File: src/hdt_pkg.sv
// Shared types, constants and functions for the HOTP digest truncation block.
// Used by the top, the remainder unit and both checkers; depends on nothing.
package hdt_pkg;

  localparam int DIGEST_BYTES = 20;
  localparam int ADDR_W       = $clog2(DIGEST_BYTES);
  localparam int CODE_W       = 31;
  localparam int OTP_W        = 30;
  localparam int DIGIT_W      = 4;
  localparam int RECIP_W      = 32;
  localparam int PROD_W       = CODE_W + RECIP_W;
  localparam int BACK_W       = CODE_W + OTP_W;

  localparam logic [DIGIT_W-1:0] DIGIT_RESET = DIGIT_W'(6);
  localparam logic [ADDR_W-1:0]  LAST_ADDR   = ADDR_W'(DIGEST_BYTES - 1);
  localparam logic [3:0]         OFFSET_MASK = 4'hF;

  typedef struct packed {
    logic               start;
    logic [CODE_W-1:0]  code;
    logic [DIGIT_W-1:0] digits;
  } mod_req_t;

  typedef struct packed {
    logic             done;
    logic [OTP_W-1:0] result;
  } mod_rsp_t;

  // Ten to the power of the digit count, with the count saturated to 1..9.
  function automatic logic [OTP_W-1:0] pow_ten(input logic [DIGIT_W-1:0] d);
    logic [OTP_W-1:0] p;
    case (d)
      4'd0, 4'd1: p = OTP_W'(10);
      4'd2:       p = OTP_W'(100);
      4'd3:       p = OTP_W'(1000);
      4'd4:       p = OTP_W'(10000);
      4'd5:       p = OTP_W'(100000);
      4'd6:       p = OTP_W'(1000000);
      4'd7:       p = OTP_W'(10000000);
      4'd8:       p = OTP_W'(100000000);
      default:    p = OTP_W'(1000000000);
    endcase
    return p;
  endfunction

  // Two to the 32nd divided by the matching power of ten, rounded down.
  function automatic logic [RECIP_W-1:0] recip_ten(input logic [DIGIT_W-1:0] d);
    logic [RECIP_W-1:0] r;
    case (d)
      4'd0, 4'd1: r = RECIP_W'(429496729);
      4'd2:       r = RECIP_W'(42949672);
      4'd3:       r = RECIP_W'(4294967);
      4'd4:       r = RECIP_W'(429496);
      4'd5:       r = RECIP_W'(42949);
      4'd6:       r = RECIP_W'(4294);
      4'd7:       r = RECIP_W'(429);
      4'd8:       r = RECIP_W'(42);
      default:    r = RECIP_W'(4);
    endcase
    return r;
  endfunction

endpackage

File: src/hotp_digest_truncation.sv
// Top level of the HOTP dynamic truncation block: byte sequencer around the
// digest RAM and the remainder unit. Depends on hdt_pkg, hdt_ram, hdt_mod_unit.
//
// Usage:
//   Input channel (in_valid / in_stall / digest_byte) takes one digest byte
//   per word, first byte first. Bytes are taken one per cycle and written to
//   the digest RAM. The last byte gives the offset (its low nibble); in_stall
//   then rises while four bytes are read from the RAM, one read per cycle
//   through its single read port, while the remainder unit works and until
//   the result is loaded into the output register. When that register is
//   free, a digest passes through loading, the reads from the RAM, the
//   capture of the last read byte, the remainder unit start, its work and
//   the output load.
//   Output channel (out_valid / out_stall / otp_value / truncated_code)
//   gives one word per digest from an output register. While the receiver
//   stalls, the word holds and the next digest is still collected; its
//   result waits in the remainder unit until the output register is free.
//   cfg_write / cfg_data set the digit count (1..9, saturated); write it
//   only while no digest is in progress. Reset (rst, synchronous) drops any
//   partial digest and any pending word and sets the digit count to six.
module hotp_digest_truncation (
  input  logic                         clk,
  input  logic                         rst,
  input  logic                         cfg_write,
  input  logic [hdt_pkg::DIGIT_W-1:0]  cfg_data,
  input  logic                         in_valid,
  output logic                         in_stall,
  input  logic [7:0]                   digest_byte,
  output logic                         out_valid,
  input  logic                         out_stall,
  output logic [hdt_pkg::OTP_W-1:0]    otp_value,
  output logic [hdt_pkg::CODE_W-1:0]   truncated_code
);
  import hdt_pkg::*;

  typedef enum logic [2:0] {
    S_COLLECT,
    S_READ,
    S_DRAIN,
    S_START,
    S_WAIT,
    S_OUT
  } state_t;

  state_t            state;
  logic [DIGIT_W-1:0] digit_count;
  logic [ADDR_W-1:0] byte_count;
  logic [3:0]        offset;
  logic [1:0]        rd_idx;
  logic              rd_valid;
  logic [CODE_W-1:0] code;

  logic              accept;
  logic              out_load;
  logic              ram_re;
  logic [ADDR_W-1:0] ram_raddr;
  logic [7:0]        ram_rdata;
  mod_req_t          mreq;
  mod_rsp_t          mrsp;

  assign in_stall = (state != S_COLLECT);
  assign accept   = in_valid && !in_stall;
  assign out_load = (state == S_OUT) && (!out_valid || !out_stall);
  assign ram_re   = (state == S_READ);
  assign ram_raddr = ADDR_W'(offset) + ADDR_W'(rd_idx);

  assign mreq.start  = (state == S_START);
  assign mreq.code   = code;
  assign mreq.digits = digit_count;

  hdt_ram #(
    .DEPTH (DIGEST_BYTES),
    .WIDTH (8)
  ) u_ram (
    .clk   (clk),
    .we    (accept),
    .waddr (byte_count),
    .wdata (digest_byte),
    .re    (ram_re),
    .raddr (ram_raddr),
    .rdata (ram_rdata)
  );

  hdt_mod_unit u_mod (
    .clk (clk),
    .rst (rst),
    .req (mreq),
    .rsp (mrsp)
  );

  always_ff @(posedge clk) begin
    if (rst) begin
      digit_count <= DIGIT_RESET;
    end else if (cfg_write) begin
      digit_count <= cfg_data;
    end
  end

  // Bytes arrive in the cycle after their read; the top bit of the first byte
  // falls off the 31-bit register.
  always_ff @(posedge clk) begin
    if (rd_valid) begin
      code <= {code[CODE_W-9:0], ram_rdata};
    end
  end

  always_ff @(posedge clk) begin
    if (rst) begin
      state      <= S_COLLECT;
      byte_count <= '0;
      rd_idx     <= '0;
      rd_valid   <= 1'b0;
      out_valid  <= 1'b0;
    end else begin
      rd_valid <= ram_re;
      if (out_load) begin
        out_valid      <= 1'b1;
        otp_value      <= mrsp.result;
        truncated_code <= code;
      end else if (out_valid && !out_stall) begin
        out_valid <= 1'b0;
      end
      case (state)
        S_COLLECT: begin
          if (accept) begin
            if (byte_count == LAST_ADDR) begin
              byte_count <= '0;
              offset     <= digest_byte[3:0] & OFFSET_MASK;
              rd_idx     <= '0;
              state      <= S_READ;
            end else begin
              byte_count <= byte_count + ADDR_W'(1);
            end
          end
        end
        S_READ: begin
          rd_idx <= rd_idx + 2'd1;
          if (rd_idx == 2'd3) begin
            state <= S_DRAIN;
          end
        end
        S_DRAIN: begin
          state <= S_START;
        end
        S_START: begin
          state <= S_WAIT;
        end
        S_WAIT: begin
          if (mrsp.done) begin
            state <= S_OUT;
          end
        end
        S_OUT: begin
          if (out_load) begin
            state <= S_COLLECT;
          end
        end
        default: begin
          state <= S_COLLECT;
        end
      endcase
    end
  end

endmodule

File: src/hdt_ram.sv
// Generic single-port-write, single-port-read synchronous RAM.
// Read data is registered and valid in the cycle after the read address; no dependencies.
module hdt_ram #(
  parameter int DEPTH = 20,
  parameter int WIDTH = 8
) (
  input  logic                     clk,
  input  logic                     we,
  input  logic [$clog2(DEPTH)-1:0] waddr,
  input  logic [WIDTH-1:0]         wdata,
  input  logic                     re,
  input  logic [$clog2(DEPTH)-1:0] raddr,
  output logic [WIDTH-1:0]         rdata
);

  logic [WIDTH-1:0] mem [DEPTH];

  always_ff @(posedge clk) begin
    if (we) begin
      mem[waddr] <= wdata;
    end
    if (re) begin
      rdata <= mem[raddr];
    end
  end

endmodule

File: src/hdt_mod_unit.sv
// Remainder unit: code modulo a power of ten by reciprocal multiplication.
// A request steps through the scale, back, subtract and fix states; a new start is taken only in idle. Uses hdt_pkg.
module hdt_mod_unit (
  input  logic              clk,
  input  logic              rst,
  input  hdt_pkg::mod_req_t req,
  output hdt_pkg::mod_rsp_t rsp
);
  import hdt_pkg::*;

  typedef enum logic [2:0] {
    M_IDLE,
    M_SCALE,
    M_BACK,
    M_SUB,
    M_FIX
  } mstate_t;

  mstate_t           state;
  logic              done;
  logic [CODE_W-1:0] code;
  logic [OTP_W-1:0]  divisor;
  logic [RECIP_W-1:0] recip;
  logic [CODE_W-1:0] quot;
  logic [CODE_W-1:0] back;
  logic [CODE_W-1:0] rem_est;
  logic [OTP_W-1:0]  result;
  logic [PROD_W-1:0] scaled;
  logic [BACK_W-1:0] product;

  // The reciprocal is rounded down, so the quotient estimate is never high and
  // at most one low; a single compare and subtract finishes the remainder.
  assign scaled  = PROD_W'(code) * PROD_W'(recip);
  assign product = BACK_W'(quot) * BACK_W'(divisor);

  always_ff @(posedge clk) begin
    if (rst) begin
      state <= M_IDLE;
      done  <= 1'b0;
    end else begin
      done <= (state == M_FIX);
      case (state)
        M_IDLE: begin
          if (req.start) begin
            code    <= req.code;
            divisor <= pow_ten(req.digits);
            recip   <= recip_ten(req.digits);
            state   <= M_SCALE;
          end
        end
        M_SCALE: begin
          quot  <= scaled[PROD_W-1:RECIP_W];
          state <= M_BACK;
        end
        M_BACK: begin
          back  <= product[CODE_W-1:0];
          state <= M_SUB;
        end
        M_SUB: begin
          rem_est <= code - back;
          state   <= M_FIX;
        end
        M_FIX: begin
          if (rem_est >= CODE_W'(divisor)) begin
            result <= OTP_W'(rem_est - CODE_W'(divisor));
          end else begin
            result <= rem_est[OTP_W-1:0];
          end
          state <= M_IDLE;
        end
        default: begin
          state <= M_IDLE;
        end
      endcase
    end
  end

  assign rsp.done   = done;
  assign rsp.result = result;

endmodule

File: config.mk
export PLATFORM = sky130hd
export DESIGN_NAME = hotp_digest_truncation
export DESIGN_NICKNAME = d
export VERILOG_FILES = /design/src/hdt_pkg.sv /design/src/hotp_digest_truncation.sv /design/src/hdt_ram.sv /design/src/hdt_mod_unit.sv
export SDC_FILE = /design/constraint.sdc
export NUM_CORES = 2
export LEC_CHECK = 0
export ABC_AREA = 1
export BUFFER_PORTS_ARGS = -buffer_cell sky130_fd_sc_hd__buf_4
export CORE_UTILIZATION = 45
export CTS_BUF_LIST = sky130_fd_sc_hd__clkbuf_2
export DETAILED_ROUTE_END_ITERATION = 6
export HOLD_SLACK_MARGIN = 0.08
export SETUP_SLACK_MARGIN = 0.05
export SLEW_MARGIN = 0
export SYNTH_ARGS = -nofsm -noshare
export SYNTH_HDL_FRONTEND = slang
export SYNTH_SLANG_ARGS = --single-unit
File: constraint.sdc
create_clock -name clk -period 16.65 [get_ports clk]
set_clock_uncertainty 0.15 [all_clocks]
set_input_delay 3.33 -clock clk [delete_from_list [all_inputs] [get_ports clk]]
set_output_delay 3.33 -clock clk [all_outputs]
set_load 0.02 [all_outputs]
* After elaboration in Yosys (flattened, before gate mapping) *
Memories as Yosys holds them, arrays and structs flattened. A register that Yosys moved wholly into a read port is not among the register bits.
Index checks and enable logic that the tools add are counted.

cells by class
  add/subtract/negate cells = 5
  $mul = 2
  order comparisons = 1
  eq/ne operators = 17
  multiplexer cells = 17
  bitwise logic cells = 1
  reduce and logical (&&, ||, !) cells = 22

operators by type and width
  kind                                                   count
  multiplier 31 x 32 -> 63 bit                           1
  greater-or-equal comparator 31 x 30 -> 1 bit           1
  multiplier 31 x 30 -> 31 bit                           1
  subtractor 31 bit                                      1
  two-way mux 30 bit                                     1
  subtractor 30 bit                                      1
  two-way mux 3 bit                                      6
  one-hot mux 3 bit (6 select lines)                     1
  == test 3 x 2 -> 1 bit, second input constant          4
  one-hot mux 3 bit (4 select lines)                     1
  AND reduction 2 bit                                    6
  == test 3 bit, second input constant                   3
  inequality test 2 bit, second input constant           4
  == test 3 x 1 -> 1 bit, second input constant          2
  zero test 3 bit                                        2
  AND reduction 3 bit                                    2
  adder 4 x 2 -> 5 bit                                   1
  adder 5 x 1 -> 5 bit, second input constant            1
  == test 5 bit, second input constant                   1
  two-way mux 5 bit                                      1
  AND reduction 5 bit                                    1
  two-way mux 1 bit                                      4
  two-way mux 2 bit                                      2
  inequality test 2 x 1 -> 1 bit, second input constant  2
  10 further kinds                                       15

word-level totals
  bits in registers = 332
  RAM bits = 160
  ROM bits = 896
  bits of input ports = 17
  output and inout port bits = 63
  logic and storage cells = 87
  memories kept = 3

memories
  memory           depth  bits a word  read ports  clocked after memory_dff  wr ports  RTL line       text
  (no name shown)  16     29           1           1                         0         hdt_pkg.sv:32  case (d)
  (no name shown)  16     27           1           1                         0         hdt_pkg.sv:49  case (d)
  u_ram.mem        20     8            1           1                         1         hdt_ram.sv:16  logic [WIDTH-1:0] mem [DEPTH];

* Depth between registers and ports, before layout *
  word-level depth = 5
  mapped depth = 35
  mapped depth without buffers = 33

* Cells and area by module *
Synthesis repeated with hierarchy kept, for this count alone.

unflattened totals
  cell total of the unflattened synthesis = 7,346
  area total of the unflattened synthesis = 64,225.3 um^2

modules (own cells, without submodules)
  module                  times used  cells each  area each (um^2)  sequential area each (um^2)
  hdt_mod_unit            1           6,557       53,606.4          5,875.6
  hdt_ram                 1           565         6,814.0           5,044.8
  hotp_digest_truncation  1           224         3,804.9           3,203.1

* Worst setup path before layout *
No wires, ideal clock.

  path type = input-to-reg
  start = input port rst
  end = register u_mod.code[0], enable pin
  arrival time = 8.625 ns
  data required time = 15.909 ns
  path slack = 7.285 ns
  stages = 4
  path buffers = 1
  cell sequence = clkbuf_1 inv_1 nand2_1 nor3_1

between the ends
  cells in the longest elaborated chain, start to end = 2

RTL lines
  element                               RTL line                      text
  start: declaration                    hotp_digest_truncation.sv:23  input logic rst,
  NOT 1 bit (no source line)            -
  AND reduction 3 bit (no source line)  -
  end signal: assignment                hdt_mod_unit.sv:45            code <= req.code;
  end: declaration                      hdt_mod_unit.sv:21            logic [CODE_W-1:0] code;

No other way between the ends.
A chain may end at the register's enable or synchronous reset.

* Final worst setup path *
  start = register u_mod.code[8]
  end = register u_mod.quot[9], data pin

between the ends
  cells in the longest elaborated chain, start to end = 1

RTL lines
  element                       RTL line            text
  multiplier 31 x 32 -> 63 bit  hdt_mod_unit.sv:33  assign scaled = PROD_W'(code) * PROD_W'(recip);
  named net u_mod.scaled[41]    hdt_mod_unit.sv:28  logic [PROD_W-1:0] scaled;
  end signal: assignment        hdt_mod_unit.sv:52  quot <= scaled[PROD_W-1:RECIP_W];
  end: declaration              hdt_mod_unit.sv:24  logic [CODE_W-1:0] quot;

The timed path passes the listed nets, and every way through them passes these cells.

==> metrics.yaml <==
outcome:
  outcome: "complete, no violations"
synth:
  yosysSeqAreaShare_pct: 22.13
  synth_top_area_share_pct: 33.62
  synth_ff_type: "edfxtp_1"
  synth_common_cells: "2140 x inv_1, 1558 x nand2_1, 1072 x fa_1"
  synthArstFlopShare_pct: 0
  yosysMostFrequentCell: "inv_1"
  synth_edf_count: 457
  ys_ff_latch: 477
  synth_warnings: 0
  post-synth-top-area-cell: "fa_1"
  synth_area_um2: 63830
  synth_cell_types: 54
  syn_inst: 7230
  syn_nets: 8855
  synth_area_leaders: "fa_1 34%, edfxtp_1 21%, inv_1 13%"
  syn_area_per_cell_um2: 8.828
finish:
  multiInputGateArea_um2: 40730
  nets: 8900
  area_delta_synth_final_pct: 5.951
  seqCellArea_um2: 14120
  fill_cells: 13474
  drive_gt1_share_pct: 5.185
setup_path:
  critPathBufInv: 3
  crit_slowest_cell: "edfxtp_1"
  path_cells: "nand2_1 > fa_1 > fa_1 > fa_1 > fa_1 > inv_1 > fa_1 > fa_1 > fa_1 > inv_1 > fa_1 > inv_1 > ha_1 > nand2_1 > o21ai_0 > o21bai_1 > a21oi_1 > nand2_1 > nand2_1 > nand2_1 > nand2_1 > nand3_1 > nand2_1"
  slowest_delay_ns: 1.01
  worstSetupPathType: "register to register"
  crit_fanout: 21
  endpoint_kind: "register"
  cp_common_cell: "fa_1"
  critPathRequiredTime_ns: 17.47
  cp-start-kind: "register"
  cp_top_family: "adder cells"
  arrival_ns: 8.61
grt:
  grt_util_met2_pct: 43.89
  grt_max_degree: 81
  track_usage_pct: 26.67
  grt_overflow: 0
  grt_pass1_vias: 49746
  grtUsageMet1_pct: 36.33
  met3_usage_pct: 3.144
  grt_pass1_wl_mm: 288.5
  busiest_layer: "met2"
  antenna_found_initial: 3
floorplan:
  core_um2: 140000
  dieArea_um2: 143400
  io_pins: 80
  floorplan.initialDensity_pct: 45.58
  die_h_um: 378.6
  rows: 137
  fp.dieW_um: 378.6
timing:
  layout_worst_path_cycle_share_pct: 46.83
  drv_slew: 0
  rsz0062_at_grt: "false"
  tightest_slew_ns: 1.273
  setup_violations: 0
  relSlewSlack_pct: 15.13
  fin_crit_ns: 7.798
  hold_viol: 0
  max_freq_mhz: 128.2
  fin_setup_tns_ns: 0
clock_tree:
  cts-hold-fix-buffers: 0
  cts_made_buffers: 121
  clk_pin_slew_worst_paths_ns: 0.13
  clock_latency_ns: 1.41
  clkSinkCount: 477
  cts_tree: "yes"
  clock_path_buffers: 3
  cts_setup_buffers: 0
  ctsRootBufferMaster: "clkbuf_2"
  htreeDepth: 3
  post_cts_resized: 0
place:
  gp_congestion: 0.9593
  post-dp-hpwl_mm: 145.6
  numPortBuffers: 79
drt:
  detail-route-antenna-nets: 0
  avgViaCountPerCell: 5.094
  wl_per_cell_um: 19.99
  drt_first_pass_iters: 5
  drtIter0Drc: 3291
  num_vias: 47112
  drcViolationCount: 0
  drt-total-wl_mm: 184.9
worst_hold_path:
  holdCritPathClass: "register to register"
flow_run:
  cap_violations: 0
-- through the flow --
stage / util, % / hold WS, ns / instance area [µm²] / std cells / setup slack [ns]
floorplan: - / 0.2503 / 63830 / 7230 / 7.285
global placement: 47.48 / 0.2519 / 66490 / 9028 / 9.022
detailed placement: 47.48 / 0.2545 / 66490 / 9028 / 9.023
CTS: 48.28 / 0.2434 / 67620 / 9244 / 8.803
global route: 48.29 / 0.2650 / 67630 / 9248 / 8.391
finish: 48.29 / 0.2217 / 67630 / 9248 / 8.852
-- path summary, 6_finish.rpt --
kind / startpoint / to / slack [ns] / cells past startpoint
max: u_mod.code[8] / u_mod.quot[9] / 8.85 / 23
min: code[27] / truncated_code[27] / 0.22 / 0
max reg2reg: u_mod.code[8] / u_mod.quot[9] / 8.85 / 23
min reg2reg: code[27] / truncated_code[27] / 0.22 / 0
-- worst reg2reg max path, cell delays in order, from the launching register on --
cell	delay [ns]
edfxtp_1	1.01
nand2_1	0.30
fa_1	0.55
fa_1	0.52
fa_1	0.51
fa_1	0.52
inv_1	0.06
fa_1	0.55
fa_1	0.44
fa_1	0.51
inv_1	0.06
fa_1	0.47
inv_1	0.04
ha_1	0.30
nand2_1	0.10
o21ai_0	0.47
o21bai_1	0.24
a21oi_1	0.07
nand2_1	0.15
nand2_1	0.07
nand2_1	0.10
nand2_1	0.08
nand3_1	0.07
nand2_1	0.06
-- area by class of cell --
type                            instances  area share [%]
Clock inverter                         48          0.4200
Timing Repair Buffer                  167           1.854
Clock buffer                          168           1.243
Tap cell                             1876           3.471
Antenna cell                            4         0.01480
Inverter                             2142           11.89
Sequential cell                       477           20.88
Multi-Input combinational cell       4366           60.22
-- cells in the final DEF (no fill, tap or decap), drive strengths merged, types with 18 or more instances in the layout --
cell type  Yosys  routed
inv         2141    2146
a31oi         18      18
xnor2         42      42
nand4         21      21
a21oi        198     198
nand2       1561    1561
xor2          75      75
dfxtp         20      20
nand3        118     118
o21ai        216     216
nor3          34      34
nor2         292     292
a21o          23      23
o221ai        33      33
fa          1072    1072
edfxtp       457     457
clkinv         1      43
clkbuf       214     168
o21a          20      20
ha           536     536
buf           31     167
-- state kept, by name, summed over array words and instances, names as in the netlist, 19 cells and up --
signal and cells:
u_ram.mem 160, otp_value 30, u_mod.rem_est 31, code 31, truncated_code 31, u_mod.code 31, u_mod.recip 19, u_mod.quot 30
u_mod.result 30, u_mod.back 30, u_mod.divisor 22
-- cells by family after synthesis --
family,synth area share [%]
AO/OA/AOI/OAI,5.344
XOR/XNOR,1.605
adder cells (fa/ha/maj),44.13
buffers and inverters,14.11
flip-flops,22.13
AND/OR/NAND/NOR,12.68
-- routing by layer --
layer  vias up  part of all wire, %
met2      1595                   47
met4         0                  3.7
met5         -                    0
met1     23630                   43
li1      21556                    -
met3       331                  6.3
Power is left out: the tool's default activity adds up to more than one toggle a clock period on the data nets, which glitch-free logic cannot reach.
